**config.mk**
```make
export PLATFORM = sky130hd
export DESIGN_NAME = multitap_keypad_to_lcd_core
export DESIGN_NICKNAME = d
export VERILOG_FILES = /design/src/hw/rtl/mtkl_pkg.sv /design/src/hw/rtl/mtkl_tap.sv /design/src/hw/rtl/mtkl_obuf.sv /design/src/hw/rtl/multitap_keypad_to_lcd_core.sv
export SDC_FILE = /design/constraint.sdc
export NUM_CORES = 1
export LEC_CHECK = 0
export ABC_AREA = 1
export BUFFER_PORTS_ARGS = -buffer_cell sky130_fd_sc_hd__buf_4
export CAP_MARGIN = 20
export CORE_UTILIZATION = 62
export CTS_CLUSTER_SIZE = 24
export DETAILED_ROUTE_END_ITERATION = 16
export PLACE_DENSITY = 0.81
export SETUP_SLACK_MARGIN = 0.2
export SYNTH_ARGS = -nofsm -noshare
export SYNTH_HDL_FRONTEND = slang
export SYNTH_HIERARCHICAL = 1
export SYNTH_SLANG_ARGS = --single-unit
```
**constraint.sdc**
```tcl
create_clock -name clk -period 4.6 [get_ports clk]
set_clock_uncertainty 0.2 [all_clocks]
set_input_delay 0.23 -clock clk [delete_from_list [all_inputs] [get_ports clk]]
set_output_delay 0.23 -clock clk [all_outputs]
set_load 0.01 [all_outputs]
```
**src/hw/rtl/mtkl_pkg.sv**
```systemverilog
`timescale 1ns / 1ps
// Shared types, LCD command codes and key group tables for the multi-tap
// keypad to LCD text entry block. No dependencies.
package mtkl_pkg;

    localparam logic [7:0] CMD_CURSOR_BACK = 8'h10;
    localparam logic [7:0] CMD_CURSOR_FWD  = 8'h14;
    localparam logic [7:0] CMD_SHIFT       = 8'h18;

    localparam logic [3:0] KEY_CURSOR_BACK = 4'd3;
    localparam logic [3:0] KEY_CURSOR_FWD  = 4'd7;
    localparam logic [3:0] KEY_EXIT        = 4'd15;

    // Default depth of the output beat buffer; a power of two, at least 2.
    localparam int OBUF_DEPTH_DEF = 4;

    typedef struct packed {
        logic       is_command;
        logic [7:0] out_byte;
        logic       last;
    } result_t;

    // Results of one tick: how many (0 to 2) and the beats in order.
    typedef struct packed {
        logic [1:0] count;
        result_t    first;
        result_t    second;
    } res_pair_t;

    // Number of characters in a key's group; zero for the command keys.
    function automatic logic [2:0] grp_len(input logic [3:0] key);
        logic [2:0] len;
        begin
            case (key)
                4'd0, 4'd1, 4'd2, 4'd4, 4'd5, 4'd6, 4'd8, 4'd9: len = 3'd4;
                4'd10, 4'd13:                                   len = 3'd3;
                4'd12, 4'd14:                                   len = 3'd1;
                default:                                        len = 3'd0;
            endcase
            return len;
        end
    endfunction

    function automatic logic [7:0] grp_chr(input logic [3:0] key, input logic [1:0] idx);
        logic [7:0] chr;
        begin
            chr = 8'h00;
            case (key)
                4'd0:  chr = (idx == 2'd0) ? "a" : (idx == 2'd1) ? "b" : (idx == 2'd2) ? "c" : "1";
                4'd1:  chr = (idx == 2'd0) ? "d" : (idx == 2'd1) ? "e" : (idx == 2'd2) ? "f" : "2";
                4'd2:  chr = (idx == 2'd0) ? "g" : (idx == 2'd1) ? "h" : (idx == 2'd2) ? "i" : "3";
                4'd4:  chr = (idx == 2'd0) ? "j" : (idx == 2'd1) ? "k" : (idx == 2'd2) ? "l" : "4";
                4'd5:  chr = (idx == 2'd0) ? "m" : (idx == 2'd1) ? "n" : (idx == 2'd2) ? "o" : "5";
                4'd6:  chr = (idx == 2'd0) ? "p" : (idx == 2'd1) ? "q" : (idx == 2'd2) ? "r" : "6";
                4'd8:  chr = (idx == 2'd0) ? "s" : (idx == 2'd1) ? "t" : (idx == 2'd2) ? "u" : "7";
                4'd9:  chr = (idx == 2'd0) ? "v" : (idx == 2'd1) ? "w" : (idx == 2'd2) ? "x" : "8";
                4'd10: chr = (idx == 2'd0) ? "y" : (idx == 2'd1) ? "z" : (idx == 2'd2) ? "9" : 8'h00;
                4'd12: chr = (idx == 2'd0) ? "#" : 8'h00;
                4'd13: chr = (idx == 2'd0) ? "0" : (idx == 2'd1) ? "_" : (idx == 2'd2) ? " " : 8'h00;
                4'd14: chr = (idx == 2'd0) ? "*" : 8'h00;
                default: chr = 8'h00;
            endcase
            return chr;
        end
    endfunction

endpackage

```
**src/hw/rtl/mtkl_tap.sv**
```systemverilog
`timescale 1ns / 1ps
// Tap tracker: holds the key-hold state and turns one scanned tick into
// zero, one or two LCD beats. Depends on mtkl_pkg.
module mtkl_tap
    import mtkl_pkg::*;
(
    input  logic       clk,
    input  logic       rst_n,
    input  logic       tick_valid,
    input  logic       key_down,
    input  logic [3:0] key_code,
    output res_pair_t  res
);

    logic [3:0] held_key_reg, held_key_next;
    logic       holding_reg, holding_next;
    logic [1:0] tap_index_reg, tap_index_next;
    logic       entry_done_reg, entry_done_next;

    logic [2:0] len;
    logic [2:0] next_idx;

    assign len      = grp_len(key_code);
    assign next_idx = {1'b0, tap_index_reg} + 3'd1;

    always_comb
    begin
        held_key_next   = held_key_reg;
        holding_next    = holding_reg;
        tap_index_next  = tap_index_reg;
        entry_done_next = entry_done_reg;
        res             = '0;

        if (entry_done_reg)
        begin
            res.count  = 2'd1;
            res.first  = '{is_command: 1'b1, out_byte: CMD_SHIFT, last: 1'b1};
        end
        else if (!key_down)
        begin
            holding_next = 1'b0;
        end
        else if (len == 3'd0)
        begin
            holding_next   = 1'b1;
            held_key_next  = key_code;
            tap_index_next = 2'd0;
            if (key_code == KEY_EXIT)
            begin
                entry_done_next = 1'b1;
            end
            else
            begin
                res.count = 2'd1;
                res.first.is_command = 1'b1;
                res.first.last       = 1'b1;
                if (key_code == KEY_CURSOR_BACK)
                    res.first.out_byte = CMD_CURSOR_BACK;
                else if (key_code == KEY_CURSOR_FWD)
                    res.first.out_byte = CMD_CURSOR_FWD;
                else
                    res.first.out_byte = CMD_SHIFT;
            end
        end
        else if (holding_reg && held_key_reg == key_code && next_idx < len)
        begin
            // Same letter key still held: step back over the last character
            // and replace it with the next one of the group.
            tap_index_next = next_idx[1:0];
            res.count  = 2'd2;
            res.first  = '{is_command: 1'b1, out_byte: CMD_CURSOR_BACK, last: 1'b0};
            res.second = '{is_command: 1'b0, out_byte: grp_chr(key_code, next_idx[1:0]),
                           last: 1'b1};
        end
        else
        begin
            holding_next   = 1'b1;
            held_key_next  = key_code;
            tap_index_next = 2'd0;
            res.count  = 2'd1;
            res.first  = '{is_command: 1'b0, out_byte: grp_chr(key_code, 2'd0), last: 1'b1};
        end

        if (!tick_valid)
        begin
            held_key_next   = held_key_reg;
            holding_next    = holding_reg;
            tap_index_next  = tap_index_reg;
            entry_done_next = entry_done_reg;
            res.count       = 2'd0;
        end
    end

    always_ff @(posedge clk or negedge rst_n)
    begin
        if (!rst_n)
        begin
            held_key_reg   <= '0;
            holding_reg    <= 1'b0;
            tap_index_reg  <= '0;
            entry_done_reg <= 1'b0;
        end
        else
        begin
            held_key_reg   <= held_key_next;
            holding_reg    <= holding_next;
            tap_index_reg  <= tap_index_next;
            entry_done_reg <= entry_done_next;
        end
    end

endmodule

```
**src/hw/rtl/mtkl_obuf.sv**
```systemverilog
`timescale 1ns / 1ps
// Output beat buffer: a small register FIFO taking up to two beats per cycle
// from the tap tracker, sending one per cycle while out_ready. Uses mtkl_pkg.
module mtkl_obuf
    import mtkl_pkg::*;
#(
    parameter int DEPTH = OBUF_DEPTH_DEF
)
(
    input  logic       clk,
    input  logic       rst_n,
    input  res_pair_t  res,
    output logic       room,
    output logic       out_valid,
    input  logic       out_ready,
    output result_t    out_beat
);

    localparam int PtrW = (DEPTH > 1) ? $clog2(DEPTH) : 1;
    localparam int CntW = $clog2(DEPTH + 1);

    result_t         mem_reg [DEPTH];
    logic [PtrW-1:0] wr_ptr_reg, wr_ptr_next;
    logic [PtrW-1:0] rd_ptr_reg, rd_ptr_next;
    logic [CntW-1:0] count_reg, count_next;
    logic [PtrW-1:0] wr_ptr_p1;
    logic            pop;

    assign room      = (count_reg <= CntW'(DEPTH - 2));
    assign out_valid = (count_reg != '0);
    assign out_beat  = mem_reg[rd_ptr_reg];
    assign pop       = out_valid && out_ready;
    assign wr_ptr_p1 = wr_ptr_reg + PtrW'(1);

    always_comb
    begin
        wr_ptr_next = wr_ptr_reg + PtrW'(res.count);
        rd_ptr_next = rd_ptr_reg + PtrW'(pop);
        count_next  = count_reg + CntW'(res.count) - CntW'(pop);
    end

    always_ff @(posedge clk)
    begin
        if (res.count != 2'd0)
            mem_reg[wr_ptr_reg] <= res.first;
        if (res.count == 2'd2)
            mem_reg[wr_ptr_p1] <= res.second;
    end

    always_ff @(posedge clk or negedge rst_n)
    begin
        if (!rst_n)
        begin
            wr_ptr_reg <= '0;
            rd_ptr_reg <= '0;
            count_reg  <= '0;
        end
        else
        begin
            wr_ptr_reg <= wr_ptr_next;
            rd_ptr_reg <= rd_ptr_next;
            count_reg  <= count_next;
        end
    end

endmodule

```
**src/hw/rtl/multitap_keypad_to_lcd_core.sv**
```systemverilog
`timescale 1ns / 1ps
// Multi-tap keypad to character LCD text entry. Each input beat is one
// hold-check tick with the scanned key state; each output beat is one LCD
// command or data byte. A tick is taken in any cycle in which the output
// buffer has room for two beats; its beats are registered into the buffer
// behind any beats already waiting. The output sends one beat per cycle
// while m_tready is high, so ticks that give one beat flow at one per
// cycle. The buffer depth sets how much output stall the input rides
// through. Depends on mtkl_pkg, mtkl_tap and mtkl_obuf.
module multitap_keypad_to_lcd_core
    import mtkl_pkg::*;
#(
    parameter int OBUF_DEPTH = OBUF_DEPTH_DEF
)
(
    input  logic       clk,
    input  logic       rst_n,
    input  logic       s_tvalid,
    output logic       s_tready,
    input  logic [7:0] s_tdata,   // [0] key_down, [4:1] key_code, [7:5] zero
    output logic       m_tvalid,
    input  logic       m_tready,
    output logic [7:0] m_tdata,   // [7:0] out_byte
    output logic       m_tuser,   // [0] is_command
    output logic       m_tlast
);

    res_pair_t res;
    result_t   beat;
    logic      room;

    assign s_tready = room;

    mtkl_tap u_tap (
        .clk        (clk),
        .rst_n      (rst_n),
        .tick_valid (s_tvalid && room),
        .key_down   (s_tdata[0]),
        .key_code   (s_tdata[4:1]),
        .res        (res)
    );

    mtkl_obuf #(
        .DEPTH (OBUF_DEPTH)
    ) u_obuf (
        .clk       (clk),
        .rst_n     (rst_n),
        .res       (res),
        .room      (room),
        .out_valid (m_tvalid),
        .out_ready (m_tready),
        .out_beat  (beat)
    );

    assign m_tdata = beat.out_byte;
    assign m_tuser = beat.is_command;
    assign m_tlast = beat.last;

endmodule

```
==> flow_summary.toml, run 1 <==
[outcome]
status = "completed"

[cells_and_area]
diodes = 0
synthToLayoutAreaGrowth_pct = 7.44
layout-drive-gt1-share_pct = 13.7
fill_cells = 486
largest_reg_flops = 40
finalNetCount = 551
stdcell_count = 599
stdcell_area_um2 = 4140

[placed_design]
numPlacedInstances = 589
placed_area_um2 = 4010
place.gp.congestion = 0.968
hpwlAfterDp_um = 6140
port-buffer-count = 20

[setup_path]
arrival_ns = 3.62
path_buf_inv = 4
crit_chain = "inv_1 -> ha_1 -> ha_1 -> nand2_1 -> nand2_1 -> nor2_1 -> nand4_4 -> nor2_4 -> nand2_1 -> inv_1 -> inv_1 -> nor2_4 -> nand2_2 -> o31ai_1 -> buf_4"
cp_slowest_stage_delay_ns = 0.47
cp_slowest_cell = "dfrtp_1"
cp.required_ns = 4.42
end_kind = "flop"
critPathMaxFanout = 21
cp_top_family = "simple AND/OR/NAND/NOR gates"
startpoint_type = "flop"
critPathKind = "reg -> reg"

[routing]
dr.pass1.iters = 5
via_count = 3372
drt_iter0_drc = 239
post-route-drc-count = 0
final_antenna_net_count = 0
vias_per_cell = 5.63
routed_wl_um = 8270
wire_per_inst_um = 13.8

[sta]
post-route-min-period_ns = 3.80
report.final.slew_viol_count = 0
setup_viol = 0
worstMarginPinSlew_ns = 0.787
setup-tns-final_ns = 0
finalCritPeriodShare_pct = 82.6
holdWs_ns = 0.00590
rsz0062_at_grt = "false"
max_freq_mhz = 263
slew_headroom_pct = 47.5
finalHoldViolations = 0

[grt]
antenna_found_initial = 0
met1_usage_pct = 33.7
grt_pass1_vias = 3071
grt_max_degree = 25
grt.busiest_layer = "met2"
grt_pass1_wl_um = 13700
grt_overflow = 0
grt_util_all_layers_pct = 27.4
use_met3_pct = 4.27
gr-usage-met2_pct = 47.6

[yosys]
ys_ff_latch = 55
syn_avg_cell_area_um2 = 7.66
yosysWarningCount = 6
ys_types = 33
syn_area_um2 = 3850
yosysSeqAreaShare_pct = 40.9
synthCells = 503

[cts]
clock-sinks = 55
cts-resized-gates = 0
root_buffer = "clkbuf_8"
clk_pin_slew_ns = 0.09
clkLatencyLatePin_ns = 0.30
clockBufferDepth = 2
h-tree-depth = 2
cts_buffers = 5
cts_tree = "done"

[power]
leakage_nw = 1.79
p_per_area_nw_per_um2 = 379
irDropWorstVdd_v = 0.000288

[die]
io_pins = 24
die_area_um2 = 6540
fp-row-count = 28
start_util_pct = 64.7
core_um2 = 5960
die_x_um = 80.8
die_h_um = 80.8

[flow_run]
maxCapViolCount = 0

[min_path]
hold_class = "in -> reg"
==> per-layer routing <==
metal | part of all wire (%) | up-vias | wire, um
li1 | - | 1685 | -
met1 | 42 | 1515 | 3480
met2 | 49 | 149 | 4060
met3 | 6.5 | 23 | 535
met4 | 2.4 | 0 | 197
met5 | 0 | - | 0
==> per-stage QoR <==
stage	power [mW]	worst slack (ns)	util, %
floorplan	1.05	1.11	-
global placement	1.24	0.867	67.3
detailed placement	1.26	0.779	67.3
CTS	1.58	0.801	69.5
global route	1.69	0.494	69.5
finish	1.57	0.800	69.5
==> logic make-up (layout without fill, tap and decap cells) <==
logic type | after synthesis | after routing | synth area share (%)
fa+ha+maj | 16 | 16 | 5.39
compound gates | 109 | 109 | 16.4
buf+inv | 77 | 96 | 9.58
other cells | 1 | 3 | 0.0973
flops | 55 | 55 | 40.9
simple gates | 242 | 242 | 26.9
xor+xnor | 3 | 3 | 0.682
==> where the power goes <==
part	internal, mW	switching, mW
Clock	0.163	0.152
Sequential	0.610	0.0691
Combinational	0.232	0.341
==> what timing repair did <==
| item | in CTS | in global routing |
|---|---|---|
| endpoints found under the hold margin | 16 | 0 |
| buffers inserted | 0 | 0 |
| hold buffers | 2 | 0 |
==> worst min-delay path: cells and delay by family <==
family / cells / cell delay [ns]
buffers and inverters: 1 / 0.11
AND/OR/NAND/NOR: 2 / 0.13
==> worst paths after layout <==
kind / startpoint / end / slack [ns] / depth (start not counted)
min in group asynchronous: rst_n / u_tap/held_key_reg[1]$_DFFE_PN0P_ / 0.11 / 2
max in group asynchronous: rst_n / u_tap/tap_index_reg[0]$_DFFE_PN0P_ / 3.91 / 2
hold reg to reg: u_obuf/rd_ptr_reg[1]$_DFF_PN0_ / u_obuf/rd_ptr_reg[1]$_DFF_PN0_ / 0.29 / 2
setup / recovery: u_tap/tap_index_reg[0]$_DFFE_PN0P_ / u_obuf/mem_reg[0][5]$_DFFE_PP_ / 0.80 / 15
setup reg to reg: u_tap/tap_index_reg[0]$_DFFE_PN0P_ / u_obuf/mem_reg[0][5]$_DFFE_PP_ / 0.80 / 15
hold / removal: m_tready / u_obuf/rd_ptr_reg[0]$_DFF_PN0_ / 0.006 / 3
==> Yosys cell counts <==
| master | instances | share of area (%) |
|---|---|---|
| a21oi_1 | 12 | 1.6 |
| and2_1 | 1 | 0.16 |
| and3_1 | 2 | 0.32 |
| buf_2 | 4 | 0.52 |
| buf_4 | 4 | 0.78 |
| buf_6 | 8 | 2.3 |
| clkbuf_1 | 2 | 0.19 |
| conb_1 | 1 | 0.097 |
| dfrtp_1 | 15 | 9.7 |
| edfxtp_1 | 40 | 31 |
| fa_1 | 1 | 0.52 |
| ha_1 | 15 | 4.9 |
| inv_1 | 55 | 5.4 |
| inv_2 | 4 | 0.39 |
| nand2_1 | 127 | 12 |
| nand2_2 | 5 | 0.81 |
| nand3_1 | 17 | 2.2 |
| nand3_2 | 2 | 0.52 |
| nand4_1 | 6 | 0.97 |
| nand4_4 | 1 | 0.55 |
| nor2_1 | 70 | 6.8 |
| nor2_2 | 3 | 0.49 |
| nor2_4 | 4 | 1.2 |
| nor3_1 | 3 | 0.39 |
| nor4_1 | 1 | 0.16 |
| o211ai_1 | 2 | 0.39 |
| o21ai_0 | 39 | 5.1 |
| o21ai_1 | 33 | 4.3 |
| o21ai_2 | 19 | 4.3 |
| o21bai_1 | 1 | 0.19 |
| o31ai_1 | 3 | 0.58 |
| xnor2_1 | 2 | 0.45 |
| xor2_1 | 1 | 0.23 |
==> placed cells by master (no fill, tap or decap), types with 3 or more instances in the layout <==
cell type	count
nor2_1	70
inv_2	4
nand2_1	127
o21ai_1	33
a21oi_1	12
nand4_1	6
inv_1	55
nor3_1	3
nand3_1	17
clkbuf_8	5
o21ai_2	19
o31ai_1	3
buf_4	27
ha_1	15
edfxtp_1	40
nor2_4	4
nand2_2	5
conb_1	3
nor2_2	3
dfrtp_1	15
o21ai_0	39
==> layout make-up <==
class                           count  area [um^2]  area share [%]
Clock inverter                      2         37.5           0.907
Sequential cell                    55         1580            38.1
Tap cell                           75         93.8            2.27
Multi-Input combinational cell    373         1920            46.3
Inverter                           59          221            5.35
Clock buffer                        6         72.6            1.75
Timing Repair Buffer               29          223            5.38
Power figures use the tool's default switching activity.
==> inputs of run 2 (changes only) <==
==> constraint.sdc (replaced) <==
create_clock -name clk -period 3.9 [get_ports clk]
set_clock_uncertainty 0.2 [all_clocks]
set_input_delay 0.195 -clock clk [delete_from_list [all_inputs] [get_ports clk]]
set_output_delay 0.195 -clock clk [all_outputs]
set_load 0.01 [all_outputs]
==> run 2 against run 1 <==
Register-to-register slack got worse by 0.32 ns; sequential power increased by 13%; sequential share of layout area decreased by 0.61 points; final area increased by 1.8%; critical path depth increased by 2; die area unchanged; worst hold slack improved by 0.070 ns; highest routed layer unchanged.
==> flow_summary.toml, run 2 (synthesized netlist as in run 1, its figures left out) <==
[sta]
worst_slack_ns = 0.478
slew_headroom_pct = 59.2
worstMarginPinSlew_ns = 0.611
max_freq_mhz = 292
finalHoldViolations = 0
finalCritPeriodShare_pct = 87.8
setup_viol = 0
post-route-min-period_ns = 3.42
report.final.slew_viol_count = 0
setup-tns-final_ns = 0
rsz0062_at_grt = "false"

[cells_and_area]
stdcell_count = 608
diodes = 0
mostFrequentLayoutCell = "nand2_1"
finalNetCount = 560
fill_cells = 494
synthToLayoutAreaGrowth_pct = 9.35
final_cell_mix = "nand2_1 (127), nor2_1 (69), inv_1 (53)"
utilization_pct = 70.8
layout-drive-gt1-share_pct = 16.5
largest_reg_flops = 40

[routing]
final_antenna_net_count = 0
post-route-drc-count = 0
drt_iter0_drc = 187
routed_wl_um = 8410
dr.pass1.iters = 5
via_count = 3386
vias_per_cell = 5.57
wire_per_inst_um = 13.8

[grt]
grt_overflow = 0
grt_pass1_wl_um = 13700
grt_util_all_layers_pct = 27.4
grt_max_degree = 24
antenna_found_initial = 0
grt_pass1_vias = 3159

[placed_design]
numPlacedInstances = 594
place.gp.congestion = 0.968
port-buffer-count = 20
dp_slack_ns = 0.204
hpwlAfterDp_um = 6310

[power]
finalPower_mw = 1.84
leakage_nw = 1.83
irDropWorstVdd_v = 0.000351
p_per_area_nw_per_um2 = 437

[cts]
clkLatencyLatePin_ns = 0.30
cts_tree = "done"
clockBufferDepth = 2
root_buffer = "clkbuf_8"
h-tree-depth = 2
clock-sinks = 55
cts_buffers = 5
clk_pin_slew_ns = 0.10

[outcome]
status = "completed"

[setup_path]
startpoint_type = "flop"
critPathKind = "reg -> reg"
cp.required_ns = 3.90
arrival_ns = 3.42
critPathMaxFanout = 7
end_kind = "flop"

[die]
core_um2 = 5960
fp-row-count = 28
io_pins = 24
die_x_um = 80.8
start_util_pct = 64.7
die_h_um = 80.8
die_area_um2 = 6540

[flow_run]
maxCapViolCount = 0

[min_path]
hold_class = "in -> async"
==> run 2: cell count changes in the layout (fill, tap and decap cells not counted), moves of 2 or more <==
cell,before,now
buf_4,27,35
inv_1,55,53
inv_2,4,6
dfrtp_1,15,13
dfrtp_2,0,2
==> run 2: path summary, 6_finish.rpt <==
| check | startpoint | end | slack [ns] | depth (start not counted) |
|---|---|---|---|---|
| max in group asynchronous | rst_n | u_tap/tap_index_reg[1]$_DFFE_PN0P_ | 3.22 | 2 |
| setup / recovery | u_tap/tap_index_reg[0]$_DFFE_PN0P_ | u_obuf/count_reg[2]$_DFF_PN0_ | 0.48 | 17 |
| setup reg to reg | u_tap/tap_index_reg[0]$_DFFE_PN0P_ | u_obuf/count_reg[2]$_DFF_PN0_ | 0.48 | 17 |
| hold reg to reg | u_obuf/rd_ptr_reg[1]$_DFF_PN0_ | u_obuf/rd_ptr_reg[1]$_DFF_PN0_ | 0.28 | 2 |
| hold / removal | rst_n | u_tap/held_key_reg[2]$_DFFE_PN0P_ | 0.08 | 2 |
| min in group clk | s_tvalid | u_tap/entry_done_reg$_DFFE_PN0P_ | 0.08 | 5 |
==> run 2: what timing repair did <==
action | 4_1_cts | 5_1_grt
resized for setup | 1 | 6
hold buffers | 3 | 0
endpoints found under the setup margin | 1 | 1
buffers inserted | 0 | 3
hold endpoints to repair | 18 | 0
==> run 2: routing by layer <==
layer	up-vias	track usage (%)	routed length, um
li1	1703	-	-
met4	0	11.3	157
met5	-	0	0
met2	120	50.4	4330
met3	19	3.03	420
met1	1544	32.2	3500
==> run 2: cell type report <==
cell class	instances	area (um^2)	share of cell area [%]
well taps	75	93.8	2.23
repair buffers	38	293	6.95
clock inverters	2	16.3	0.386
multi-input cells	373	1930	45.8
inverters	59	221	5.26
flip-flops and latches	55	1580	37.5
clock buffers	6	82.6	1.96
==> run 2: per-stage QoR <==
step | cell area [um^2] | hold slack (ns)
after floorplan | 3860 | -0.301
after global placement | 4050 | -0.137
after detailed placement | 4050 | -0.133
after CTS | 4180 | 0.0544
after global routing | 4210 | 0.0938
final | 4210 | 0.0755
==> run 2: critical path: stages (launching register included) <==
cell and delay [ns]:
dfrtp_2 0.46, inv_2 0.11, ha_2 0.33, ha_1 0.22
nand2_1 0.07, nand2_1 0.06, nor2_2 0.15, nand4_4 0.15
nor2_4 0.13, nand2_1 0.14, inv_2 0.10, inv_1 0.10
ha_1 0.33, fa_1 0.46, xnor2_2 0.16, inv_1 0.06
nand2_1 0.05, nand2_1 0.04
==> run 2: report_power, final <==
group | total (mW) | switching, mW | internal (mW)
sequential | 0.768 | 0.0476 | 0.721
combinational | 0.743 | 0.444 | 0.299
clock | 0.329 | 0.183 | 0.145
total | 1.84 | 0.675 | 1.16
